<file path="config.mk">
export PLATFORM = sky130hd
export DESIGN_NAME = priority_expiry_lru_cache
export DESIGN_NICKNAME = d
export VERILOG_FILES = /design/src/hw/rtl/pec_pkg.sv /design/src/hw/rtl/priority_expiry_lru_cache.sv /design/src/hw/rtl/pec_mem.sv
export SDC_FILE = /design/constraint.sdc
export NUM_CORES = 2
export LEC_CHECK = 0
export ABC_AREA = 0
export BUFFER_PORTS_ARGS = -buffer_cell sky130_fd_sc_hd__buf_2
export CORE_ASPECT_RATIO = 0.5
export CORE_MARGIN = 1.5
export CORE_UTILIZATION = 30
export CTS_BUF_LIST = sky130_fd_sc_hd__clkbuf_4 sky130_fd_sc_hd__clkbuf_8
export DETAILED_ROUTE_END_ITERATION = 6
export GPL_TIMING_DRIVEN = 0
export PLACE_DENSITY = 0.54
export SYNTH_ARGS = -nofsm -noshare
export SYNTH_HDL_FRONTEND = slang
export SYNTH_HIERARCHICAL = 1
export SYNTH_SLANG_ARGS = --single-unit
</file>
<file path="constraint.sdc">
create_clock -name clk -period 28.1 [get_ports clk]
set_clock_uncertainty 0.15 [all_clocks]
set_input_delay 2.81 -clock clk [delete_from_list [all_inputs] [get_ports clk]]
set_output_delay 2.81 -clock clk [all_outputs]
set_load 0.05 [all_outputs]
</file>
<file path="src/hw/rtl/pec_pkg.sv">
// Shared types and codes for the priority/expiry LRU cache.
// No dependencies; used by pec_mem and priority_expiry_lru_cache.
package pec_pkg;

    localparam int CAPACITY_DEF = 16;

    localparam logic [1:0] ACT_GET    = 2'd0;
    localparam logic [1:0] ACT_SET    = 2'd1;
    localparam logic [1:0] ACT_RESIZE = 2'd2;

    localparam logic [1:0] KIND_GET   = 2'd0;
    localparam logic [1:0] KIND_EVICT = 2'd1;
    localparam logic [1:0] KIND_DONE  = 2'd2;

    // One cache slot as it sits in the slot memory.
    typedef struct packed {
        logic [31:0] key;
        logic [31:0] data;
        logic [15:0] prio;
        logic [31:0] expiry;
        logic [31:0] stamp;
    } entry_t;

    // One result word.
    typedef struct packed {
        logic [1:0]  kind;
        logic        hit;
        logic [31:0] data;
        logic [31:0] vkey;
        logic        vexp;
        logic        last;
    } res_t;

endpackage

</file>
<file path="src/hw/rtl/priority_expiry_lru_cache.sv">
// Top level of the priority/expiry LRU cache: sequencer, valid bits, staging slot.
// Depends on pec_pkg and pec_mem.
//
//  channel  | handshake        | words
//  ---------+------------------+-----------------------------------------------
//  command  | start / busy     | action, now, key, data_in, prio, expire_in, new_limit
//  result   | strobe (1 cycle) | kind, hit, data_out, victim_key, victim_expired, last
//
// Every memory slot is visited once per scan, one a cycle through the single read
// port. A get takes one scan; a set one scan plus one per eviction; a resize one
// scan per eviction. When the use counter wraps, stamps are renumbered by repeated
// scans before the word goes on. Reset empties the cache at once; busy is high
// while a word is in work and the receiver cannot stall results.
module priority_expiry_lru_cache #(
    parameter int CAPACITY = pec_pkg::CAPACITY_DEF
) (
    input  logic               clk,
    input  logic               rst_n,
    input  logic               start,
    output logic               busy,
    input  logic [1:0]         action,
    input  logic [31:0]        now,
    input  logic [31:0]        key,
    input  logic signed [31:0] data_in,
    input  logic [15:0]        prio,
    input  logic [15:0]        expire_in,
    input  logic [4:0]         new_limit,
    output logic               strobe,
    output logic [1:0]         kind,
    output logic               hit,
    output logic signed [31:0] data_out,
    output logic [31:0]        victim_key,
    output logic               victim_expired,
    output logic               last
);
    import pec_pkg::*;

    localparam int IW  = $clog2(CAPACITY);
    localparam int SCW = $clog2(CAPACITY + 1);
    localparam int CW  = $clog2(CAPACITY + 2);
    localparam int LW  = $clog2(CAPACITY + 1);

    typedef enum logic [3:0] {
        S_IDLE, S_FIND, S_FDONE, S_STAMP, S_RSCAN, S_RDEC,
        S_COMMIT, S_ECHK, S_ESCAN, S_EPICK
    } state_t;

    state_t           state_reg;
    logic [SCW-1:0]   cnt_reg;
    logic [CAPACITY-1:0] valid_reg;
    logic [CAPACITY-1:0] mark_reg;
    logic [CW-1:0]    count_reg;
    logic [31:0]      use_ctr_reg;
    logic [LW-1:0]    limit_reg;

    logic [1:0]       act_reg;
    logic [31:0]      now_reg;
    logic [31:0]      key_reg;
    logic [31:0]      data_reg;
    logic [15:0]      prio_reg;
    logic [31:0]      exp_reg;
    logic [31:0]      stamp_reg;

    logic             found_reg;
    logic [IW-1:0]    fidx_reg;
    entry_t           fent_reg;
    logic             free_reg;
    logic [IW-1:0]    freeidx_reg;

    logic             rn_have_reg;
    logic [IW-1:0]    rn_idx_reg;
    entry_t           rn_ent_reg;
    logic [CW-1:0]    rank_reg;

    logic             stage_valid_reg;
    entry_t           stage_reg;

    logic             ex_have_reg;
    logic [IW-1:0]    ex_idx_reg;
    logic [31:0]      ex_key_reg;
    logic [31:0]      ex_stamp_reg;
    logic             pr_have_reg;
    logic [IW-1:0]    pr_idx_reg;
    logic [31:0]      pr_key_reg;
    logic [31:0]      pr_stamp_reg;
    logic [15:0]      pr_prio_reg;

    logic             strobe_reg;
    res_t             res_reg;

    logic             mem_we;
    logic [IW-1:0]    mem_waddr;
    entry_t           mem_wdata;
    logic [IW-1:0]    mem_raddr;
    entry_t           rdata;

    logic [IW-1:0]    eidx;
    logic             ev_valid;
    logic [32:0]      exp_sum;
    logic [31:0]      exp_sat;
    logic             over_limit;
    logic             stg_exp;
    logic             vic_stg;
    logic             vic_exp;
    logic [IW-1:0]    vic_idx;
    logic [31:0]      vic_key;
    entry_t           new_ent;

    pec_mem #(
        .DEPTH (CAPACITY)
    ) u_mem (
        .clk   (clk),
        .we    (mem_we),
        .waddr (mem_waddr),
        .wdata (mem_wdata),
        .raddr (mem_raddr),
        .rdata (rdata)
    );

    assign busy           = (state_reg != S_IDLE);
    assign strobe         = strobe_reg;
    assign kind           = res_reg.kind;
    assign hit            = res_reg.hit;
    assign data_out       = $signed(res_reg.data);
    assign victim_key     = res_reg.vkey;
    assign victim_expired = res_reg.vexp;
    assign last           = res_reg.last;

    always_comb
    begin
        // The read issued for slot k returns while the counter stands at k+1.
        mem_raddr = (cnt_reg < SCW'(CAPACITY)) ? IW'(cnt_reg) : '0;
        eidx      = IW'(cnt_reg - SCW'(1));
        ev_valid  = (cnt_reg != '0) && valid_reg[eidx];

        exp_sum = {1'b0, now} + {17'd0, expire_in};
        exp_sat = exp_sum[32] ? '1 : exp_sum[31:0];

        over_limit = (int'(count_reg) + int'(stage_valid_reg)) > int'(limit_reg);

        new_ent.key    = key_reg;
        new_ent.data   = data_reg;
        new_ent.prio   = prio_reg;
        new_ent.expiry = exp_reg;
        new_ent.stamp  = stamp_reg;

        // The staging slot is judged last, so it wins only on a strict improvement.
        stg_exp = stage_valid_reg && (stage_reg.expiry <= now_reg);
        if (ex_have_reg || stg_exp)
        begin
            vic_exp = 1'b1;
            vic_stg = stg_exp && (!ex_have_reg || stage_reg.stamp < ex_stamp_reg);
            vic_idx = ex_idx_reg;
            vic_key = vic_stg ? stage_reg.key : ex_key_reg;
        end
        else
        begin
            vic_exp = 1'b0;
            vic_stg = stage_valid_reg && (!pr_have_reg || stage_reg.prio < pr_prio_reg
                      || (stage_reg.prio == pr_prio_reg && stage_reg.stamp < pr_stamp_reg));
            vic_idx = pr_idx_reg;
            vic_key = vic_stg ? stage_reg.key : pr_key_reg;
        end

        mem_we    = 1'b0;
        mem_waddr = fidx_reg;
        mem_wdata = fent_reg;
        case (state_reg)
            S_RDEC:
            begin
                mem_we          = rn_have_reg;
                mem_waddr       = rn_idx_reg;
                mem_wdata       = rn_ent_reg;
                mem_wdata.stamp = 32'(rank_reg);
            end
            S_COMMIT:
            begin
                if (act_reg == ACT_GET)
                begin
                    mem_we          = 1'b1;
                    mem_wdata.stamp = stamp_reg;
                end
                else
                begin
                    mem_we    = found_reg || free_reg;
                    mem_waddr = found_reg ? fidx_reg : freeidx_reg;
                    mem_wdata = new_ent;
                end
            end
            S_EPICK:
            begin
                mem_we    = !vic_stg && stage_valid_reg;
                mem_waddr = vic_idx;
                mem_wdata = stage_reg;
            end
            default:
            begin
                mem_we = 1'b0;
            end
        endcase
    end

    always_ff @(posedge clk or negedge rst_n)
    begin
        if (!rst_n)
        begin
            state_reg       <= S_IDLE;
            cnt_reg         <= '0;
            valid_reg       <= '0;
            mark_reg        <= '0;
            count_reg       <= '0;
            use_ctr_reg     <= '0;
            limit_reg       <= LW'(CAPACITY);
            found_reg       <= 1'b0;
            free_reg        <= 1'b0;
            rn_have_reg     <= 1'b0;
            rank_reg        <= '0;
            stage_valid_reg <= 1'b0;
            ex_have_reg     <= 1'b0;
            pr_have_reg     <= 1'b0;
            strobe_reg      <= 1'b0;
            res_reg         <= '0;
        end
        else
        begin
            strobe_reg <= 1'b0;
            case (state_reg)
                S_IDLE:
                begin
                    if (start)
                    begin
                        act_reg   <= action;
                        now_reg   <= now;
                        key_reg   <= key;
                        data_reg  <= $unsigned(data_in);
                        prio_reg  <= prio;
                        exp_reg   <= exp_sat;
                        found_reg <= 1'b0;
                        free_reg  <= 1'b0;
                        cnt_reg   <= '0;
                        case (action)
                            ACT_GET, ACT_SET:
                            begin
                                state_reg <= S_FIND;
                            end
                            ACT_RESIZE:
                            begin
                                limit_reg <= (int'(new_limit) > CAPACITY) ? LW'(CAPACITY)
                                                                          : LW'(new_limit);
                                state_reg <= S_ECHK;
                            end
                            default:
                            begin
                                strobe_reg <= 1'b1;
                                res_reg    <= '{KIND_DONE, 1'b0, 32'd0, 32'd0, 1'b0, 1'b1};
                            end
                        endcase
                    end
                end
                S_FIND:
                begin
                    if (ev_valid && !found_reg && rdata.key == key_reg)
                    begin
                        found_reg <= 1'b1;
                        fidx_reg  <= eidx;
                        fent_reg  <= rdata;
                    end
                    if (cnt_reg != '0 && !valid_reg[eidx] && !free_reg)
                    begin
                        free_reg    <= 1'b1;
                        freeidx_reg <= eidx;
                    end
                    if (cnt_reg == SCW'(CAPACITY))
                    begin
                        state_reg <= S_FDONE;
                    end
                    else
                    begin
                        cnt_reg <= cnt_reg + SCW'(1);
                    end
                end
                S_FDONE:
                begin
                    if (act_reg == ACT_GET && (!found_reg || fent_reg.expiry <= now_reg))
                    begin
                        if (found_reg)
                        begin
                            valid_reg[fidx_reg] <= 1'b0;
                            count_reg           <= count_reg - CW'(1);
                        end
                        strobe_reg <= 1'b1;
                        res_reg    <= '{KIND_GET, 1'b0, 32'd0, 32'd0, 1'b0, 1'b1};
                        state_reg  <= S_IDLE;
                    end
                    else
                    begin
                        state_reg <= S_STAMP;
                    end
                end
                S_STAMP:
                begin
                    if (use_ctr_reg == '1)
                    begin
                        mark_reg    <= '0;
                        rank_reg    <= '0;
                        rn_have_reg <= 1'b0;
                        cnt_reg     <= '0;
                        state_reg   <= S_RSCAN;
                    end
                    else
                    begin
                        stamp_reg   <= use_ctr_reg;
                        use_ctr_reg <= use_ctr_reg + 32'd1;
                        state_reg   <= S_COMMIT;
                    end
                end
                S_RSCAN:
                begin
                    // Find the oldest entry not yet renumbered.
                    if (ev_valid && !mark_reg[eidx]
                        && (!rn_have_reg || rdata.stamp < rn_ent_reg.stamp))
                    begin
                        rn_have_reg <= 1'b1;
                        rn_idx_reg  <= eidx;
                        rn_ent_reg  <= rdata;
                    end
                    if (cnt_reg == SCW'(CAPACITY))
                    begin
                        state_reg <= S_RDEC;
                    end
                    else
                    begin
                        cnt_reg <= cnt_reg + SCW'(1);
                    end
                end
                S_RDEC:
                begin
                    if (rn_have_reg)
                    begin
                        mark_reg[rn_idx_reg] <= 1'b1;
                        rank_reg             <= rank_reg + CW'(1);
                        rn_have_reg          <= 1'b0;
                        cnt_reg              <= '0;
                        state_reg            <= S_RSCAN;
                    end
                    else
                    begin
                        use_ctr_reg <= 32'(rank_reg);
                        state_reg   <= S_STAMP;
                    end
                end
                S_COMMIT:
                begin
                    if (act_reg == ACT_GET)
                    begin
                        strobe_reg <= 1'b1;
                        res_reg    <= '{KIND_GET, 1'b1, fent_reg.data, 32'd0, 1'b0, 1'b1};
                        state_reg  <= S_IDLE;
                    end
                    else
                    begin
                        if (!found_reg && free_reg)
                        begin
                            valid_reg[freeidx_reg] <= 1'b1;
                            count_reg              <= count_reg + CW'(1);
                        end
                        else if (!found_reg)
                        begin
                            stage_reg       <= new_ent;
                            stage_valid_reg <= 1'b1;
                        end
                        state_reg <= S_ECHK;
                    end
                end
                S_ECHK:
                begin
                    if (over_limit)
                    begin
                        cnt_reg     <= '0;
                        ex_have_reg <= 1'b0;
                        pr_have_reg <= 1'b0;
                        state_reg   <= S_ESCAN;
                    end
                    else
                    begin
                        strobe_reg <= 1'b1;
                        res_reg    <= '{KIND_DONE, 1'b0, 32'd0, 32'd0, 1'b0, 1'b1};
                        state_reg  <= S_IDLE;
                    end
                end
                S_ESCAN:
                begin
                    if (ev_valid)
                    begin
                        if (rdata.expiry <= now_reg
                            && (!ex_have_reg || rdata.stamp < ex_stamp_reg))
                        begin
                            ex_have_reg  <= 1'b1;
                            ex_idx_reg   <= eidx;
                            ex_key_reg   <= rdata.key;
                            ex_stamp_reg <= rdata.stamp;
                        end
                        if (!pr_have_reg || rdata.prio < pr_prio_reg
                            || (rdata.prio == pr_prio_reg && rdata.stamp < pr_stamp_reg))
                        begin
                            pr_have_reg  <= 1'b1;
                            pr_idx_reg   <= eidx;
                            pr_key_reg   <= rdata.key;
                            pr_stamp_reg <= rdata.stamp;
                            pr_prio_reg  <= rdata.prio;
                        end
                    end
                    if (cnt_reg == SCW'(CAPACITY))
                    begin
                        state_reg <= S_EPICK;
                    end
                    else
                    begin
                        cnt_reg <= cnt_reg + SCW'(1);
                    end
                end
                S_EPICK:
                begin
                    strobe_reg <= 1'b1;
                    res_reg    <= '{KIND_EVICT, 1'b0, 32'd0, vic_key, vic_exp, 1'b0};
                    // A stored victim hands its slot to the staged entry, if any.
                    if (vic_stg || stage_valid_reg)
                    begin
                        stage_valid_reg <= 1'b0;
                    end
                    else
                    begin
                        valid_reg[vic_idx] <= 1'b0;
                        count_reg          <= count_reg - CW'(1);
                    end
                    state_reg <= S_ECHK;
                end
                default:
                begin
                    state_reg <= S_IDLE;
                end
            endcase
        end
    end

endmodule

</file>
<file path="src/hw/rtl/pec_mem.sv">
// Slot memory: one write port, one read port with registered read data.
// Depends on pec_pkg for the entry type.
module pec_mem #(
    parameter int DEPTH = 16
) (
    input  logic                     clk,
    input  logic                     we,
    input  logic [$clog2(DEPTH)-1:0] waddr,
    input  pec_pkg::entry_t          wdata,
    input  logic [$clog2(DEPTH)-1:0] raddr,
    output pec_pkg::entry_t          rdata
);
    import pec_pkg::*;

    entry_t mem [DEPTH];

    always_ff @(posedge clk)
    begin
        if (we)
        begin
            mem[waddr] <= wdata;
        end
        rdata <= mem[raddr];
    end

endmodule
</file>
## Yosys cells after proc, flatten, opt, wreduce, memory -nomap -nowiden

Memories as Yosys holds them, arrays and structs flattened. A register that Yosys moved wholly into a read port is not among the register bits.
Cells that the tools add are included.

| word-level totals | value |
|---|---|
| bits in writable memories | 2304 |
| bits in registers | 938 |
| memories | 1 |
| input bits | 138 |

Memory list:

| memory | words | width | read ports | clocked after Yosys merged registers in | write ports | line | text |
|---|---|---|---|---|---|---|---|
| u_mem.mem | 16 | 144 | 1 | 1 | 1 | pec_mem.sv:15 | `entry_t mem [DEPTH];` |

| operators by class | value |
|---|---|
| $add $sub $neg | 8 |
| eq/ne operators | 44 |
| $lt $le $gt $ge | 22 |
| bitwise gates (word level) | 10 |
| reductions and logical operators | 76 |
| mux-type cells | 98 |

Operator list:

| operator | number |
|---|---|
| case mux 144 bit (3 select lines) | 1 |
| two-way mux 69 bit | 5 |
| case mux 69 bit (5 select lines) | 1 |
| < comparator 32 bit | 5 |
| two-way mux 32 bit | 5 |
| two-way mux 112 bit | 1 |
| two-way mux 16 bit | 7 |
| less-or-equal comparator 32 bit | 3 |
| case mux 32 bit (2 select lines) | 1 |
| two-way mux 5 bit | 12 |
| != test 2 bit (second input constant) | 27 |
| case mux 16 bit (3 select lines) | 1 |
| case mux 4 bit (10 select lines) | 1 |
| two-way mux 4 bit | 9 |
| adder 32 x 16 -> 33 bit | 1 |
| AND reduction 3 bit | 11 |
| adder 32 x 1 -> 32 bit (second input constant) | 1 |
| AND 16 bit | 2 |
| == test 16 bit | 2 |
| == test 32 bit | 1 |
| == test 32 bit (second input constant) | 1 |
| < comparator 16 bit | 2 |
| NOT 16 bit | 2 |
| OR 16 bit | 2 |
| 46 further kinds | 154 |

## Depth between registers and ports, before layout

| logic depth | value |
|---|---|
| depth after elaboration | 12 |
| mapped depth | 15 |

## By module

Netlist, hierarchy kept.

By module, submodules not included:

| module | sequential area each (sq um) | area an instance (sq um) | cells each | instances |
|---|---|---|---|---|
| pec_mem | 72069.1 | 89424.5 | 3773 | 1 |
| priority_expiry_lru_cache | 27347.5 | 43774.5 | 3321 | 1 |

## Least setup slack after synthesis

Ideal clock, no wire load.

| path | value |
|---|---|
| path kind | register -> register |
| start point | reg stage_reg[46] (netlist bit) |
| end point | mem u_mem/mem[0][0] (netlist bit), enable pin |
| path slack | 14176 ps |
| arrival time | 12951 ps |
| setup time | 824 ps |
| stages on the path, launching flop included | 13 |
| path through | edfxtp_1 -> ha_1 -> nand4_1 -> nor4_1 -> a21boi_0 -> o31a_1 -> o21ba_2 -> buf_2 -> mux2_2 -> a222oi_1 -> a21oi_1 -> or3b_2 -> nor3_1 |

| between the ends | value |
|---|---|
| elaborated cells between the ends (all ways) | 12 |

RTL lines:

| element | line | text |
|---|---|---|
| start: declaration | priority_expiry_lru_cache.sv:76 | `entry_t stage_reg;` |
| start signal: assignment | priority_expiry_lru_cache.sv:369 | `stage_reg <= new_ent;` |
| less-or-equal comparator 32 bit | priority_expiry_lru_cache.sv:148 | `stg_exp = stage_valid_reg && (stage_reg.expiry <= now_reg);` |
| logical AND 1 bit | priority_expiry_lru_cache.sv:148 |  |
| logical OR 1 bit | priority_expiry_lru_cache.sv:149 | `if (ex_have_reg \|\| stg_exp)` |
| two-way mux 4 bit | priority_expiry_lru_cache.sv:149 |  |
| case mux 4 bit (3 select lines) | priority_expiry_lru_cache.sv:168 | `case (state_reg)` |
| via mem_waddr[2] | priority_expiry_lru_cache.sv:92 | `logic [IW-1:0] mem_waddr;` |
| end: declaration | pec_mem.sv:15 |  |

The timed path passes the listed nets, and every way through them passes these cells.

## Final worst setup path

| path | value |
|---|---|
| start point | reg now_reg[15] |
| end point | mem u_mem/mem[9][57] (netlist bit), enable pin |

| between the ends | value |
|---|---|
| longest elaborated chain between the ends | 9 |
| elaborated cells between the ends (all ways) | 12 |

Ends and longest elaborated chain:

| element | line | text |
|---|---|---|
| start: declaration | priority_expiry_lru_cache.sv:57 | `logic [31:0] now_reg;` |
| start signal: assignment | priority_expiry_lru_cache.sv:233 | `now_reg <= now;` |
| less-or-equal comparator 32 bit (*) | priority_expiry_lru_cache.sv:148 |  |
| logical AND 1 bit (*) | priority_expiry_lru_cache.sv:148 |  |
| logical AND 1 bit or logical OR 1 bit (tied branches) | priority_expiry_lru_cache.sv:152, priority_expiry_lru_cache.sv:149 |  |
| two-way mux 1 bit (*) | priority_expiry_lru_cache.sv:149 |  |
| logical NOT 1 bit (*) | priority_expiry_lru_cache.sv:192 | `mem_we = !vic_stg && stage_valid_reg;` |
| logical AND 1 bit (*) | priority_expiry_lru_cache.sv:192 |  |
| case mux 1 bit (3 select lines) (*) | priority_expiry_lru_cache.sv:168 |  |
| via mem_we | priority_expiry_lru_cache.sv:91 | `logic mem_we;` |
| two-way mux 1 bit (*) | pec_mem.sv:19 | `if (we)` |
| two-way mux 1 bit (implied by the code) (*) | pec_mem.sv:21 | `mem[waddr] <= wdata;` |

Mark *: on every way through the listed nets, which the timed path passes. The rest lies on a longest branch.

==> results.toml <==
[place]
dp_hpwl_um = 301000
portBuffers = 208
dp.cells = 13458
place.gp.congestion = 0.854

[global_routing]
grt.total_usage_pct = 18.9
grt_pass1_vias = 74959
gr-total-overflow = 0
grt_first_pass_wirelength_um = 599000
antenna_found_initial = 47
grt_start_max_net_pins = 103

[cts]
tritoncts = "done"
clockRootBuffer = "clkbuf_8"
path_clk_slew_ns = 0.07
numCtsBuffers = 547
cts_resized = 0
postCtsSetupRepairBufs = 0
numClockSinks = 3386
cts_max_path_buffers = 4
cts_hold_buffers = 0
insertion_delay_ns = 1.04
h-tree-depth = 6

[synth]
postSynth.asyncResetShare_pct = 4.84
ys_types = 81
synth_edf_count = 3078
synth_common_cells = "edfxtp_1, mux4_2, nand2_1"
synth_mux_area_share_pct = 10.2
synth_flop_cell = "edfxtp_1"
synth_simple_gate_area_share_pct = 3.93
yosys.area_share.adder_pct = 2.98
synth_xor_area_share_pct = 0.572
synth_top_family_by_area = "multiplexers"
postSynthCellCount = 7094
synth_fp_nets = 7548
yosys_warnings = 6
synth.area.top_cells = "edfxtp_1, mux4_2, dfrtp_1, ha_1, dfxtp_1"
ys_seq_area_share_pct = 74.6
synth_top_area_share_pct = 69.4
ys_ff_latch = 3386
synth.most_common_cell = "edfxtp_1"
synth_compound_area_share_pct = 5.80
synthesis.area_um2 = 133000
syn_avg_cell_area_um2 = 18.8
yosysTopAreaCell = "edfxtp_1"

[final_layout]
stdcell_count = 14477
top_register = "u_mem/mem"
syn_to_final_growth_pct = 18.2
largest_reg_flops = 2304
drive_gt1_share_pct = 26.3
fin_nets = 8546

[critical_path]
cp-start-kind = "flip-flop"
rrSetupSlack_ns = 20.20
slowest_stage = "nor4_1"
crit_top_cell = "buf_12"
max_stage_delay_ns = 0.87
timing.rr.start = "now_reg[15]"
cp-endpoint = "u_mem/mem[9][57]"
required_ns = 28.67
reg2reg_depth = 19
path_cells = "inv_1 -> ha_1 -> nand4_1 -> nor4_1 -> a21boi_0 -> o31a_1 -> nor2_4 -> o211ai_1 -> buf_2 -> buf_4 -> o21ai_1 -> o221ai_1 -> nand3b_1 -> nor2_4 -> buf_12 -> buf_12 -> buf_12 -> buf_12 -> buf_12"
worstPathMaxFanout = 21
crit_path_start = "now_reg[15]"
crit_path_end_kind = "flip-flop"
worstSetupPathType = "flip-flop to flip-flop"
reg2reg_to = "u_mem/mem[9][57]"
worstPathArrival_ns = 8.47

[power]
p_leak_nw = 53.6
p_seq_share_pct = 43.8
p_comb_share_pct = 27.3
clkPwrFrac_pct = 28.8
peakVddDrop_v = 0.0000607
swShare_pct = 33.7
power_density_nw_per_um2 = 97.4
p_int_mw = 10.2
finalPower_mw = 15.3
netSwitchingPower_mw = 5.17

[routing]
detail-route-antenna-nets = 0
viasPerCell = 5.26
drcViolationCount = 2
vias = 76188
post_drt_wl_per_cell_um = 30.1
wirelength_um = 436000
first_pass_iters = 7
drt_iter0_drc = 9642

[timing]
setup_viol = 0
hold_viol = 0
fmax_mhz = 127
tightest_slew_ns = 1.54
rsz0062_at_grt = "no"
finalMaxSlewViolations = 8
min_period_over_period_pct = 28.1
tns_ns = 0
final.min_clock_period_ns = 7.90
max_slew_margin_pct = -2.48

[floorplan]
die_w_um = 945
dieArea_um2 = 448000
die_y_um = 474
start_util_pct = 30.2
core_area_um2 = 441000
fp-row-count = 172
io_pins = 209

[run_status]
violations = "DRC, capacitance limit, slew limit"
status = "finished, violations left"

[run]
maxCapViolCount = 1

[worst_hold_path]
hold_path_class = "flip-flop to flip-flop"
## layer usage
layer / routed length (µm) / GRT usage [%] / up-vias
met1: 178000 / 25.4 / 40619
met5: 27 / 0 / -
li1: - / - / 31091
met2: 201000 / 30.0 / 3747
met4: 20600 / 8.35 / 4
met3: 36200 / 3.53 / 727
## cells by family (layout without fill, tap and decap cells)
family | count (synthesis) | count (layout)
xor gates and xnor gates | 87 | 87
AOI/OAI and AO/OA | 998 | 998
and+or+nand+nor | 1066 | 1066
DFF | 3386 | 3386
buffers and inverters | 578 | 2006
adders and majority gates | 316 | 316
muxes | 663 | 663
other | 0 | 39
## placed cells by master (no fill, tap or decap), drive strengths merged, types with 90 or more instances in the layout
cell type  count
a21oi        133
a22oi        243
clkbuf      1011
edfxtp      3078
buf          602
ha           314
o21ai        103
a222oi       147
a21o          90
clkinv        93
inv          263
mux4         546
dfrtp        163
dfxtp        144
nor2         149
nand2        446
## worst min path at each step
stage / endpoint / slack (ns) / cells after the start / from
final: rn_ent_reg[94] / 0.27 / 0 / u_mem/rdata[94]
after global routing: fent_reg[94] / 0.29 / 0 / u_mem/rdata[94]
after CTS: rn_ent_reg[104] / 0.28 / 0 / u_mem/rdata[104]
after detailed placement: fent_reg[96] / 0.26 / 0 / u_mem/rdata[96]
after global placement: fent_reg[108] / 0.26 / 0 / u_mem/rdata[108]
after floorplan: fent_reg[100] / 0.25 / 0 / u_mem/rdata[100]
## worst max-delay path, delay by kind of cell (launching register included)
family	cells	cell delay (ns)
and+or+nand+nor	5	2.46
buffers and inverters	8	2.12
AOI/OAI and AO/OA	5	1.93
adders and majority gates	1	0.33
DFF	1	0.42
## cell type report
type	instances	area (µm²)
repair buffers	449	5210
clock buffers	833	10000
flip-flops and latches	3386	99400
multi-input cells	3130	31500
clock inverters	146	1200
inverters	247	927
plain buffers	331	1640
well taps	5916	7400
fillers	41195	283000
diodes	39	97.6
## power by group through the flow
stage          clock network [mW]  logic [mW]  registers [mW]
3_3_place_gp                    0        4.04            6.87
5_1_grt                      4.70        4.40            6.74
6_report                     4.42        4.19            6.72
2_1_floorplan                   0        2.31            6.77
4_1_cts                      4.49        4.17            6.72
3_5_place_dp                    0        4.16            6.82
## stage by stage
| step | setup slack, ns | hold slack [ns] | util [%] | area [µm²] |
|---|---|---|---|---|
| 2_1_floorplan | 14.18 | 0.254 | - | 133000 |
| 6_report | 20.20 | 0.268 | 35.7 | 157000 |
| 3_5_place_dp | 20.37 | 0.263 | 33.2 | 146000 |
| 5_1_grt | 20.09 | 0.292 | 35.7 | 157000 |
| 4_1_cts | 20.32 | 0.277 | 35.7 | 157000 |
| 3_3_place_gp | -5.01 | 0.258 | 32.2 | 142000 |
Note: power is estimated with default switching activity, not from simulation.
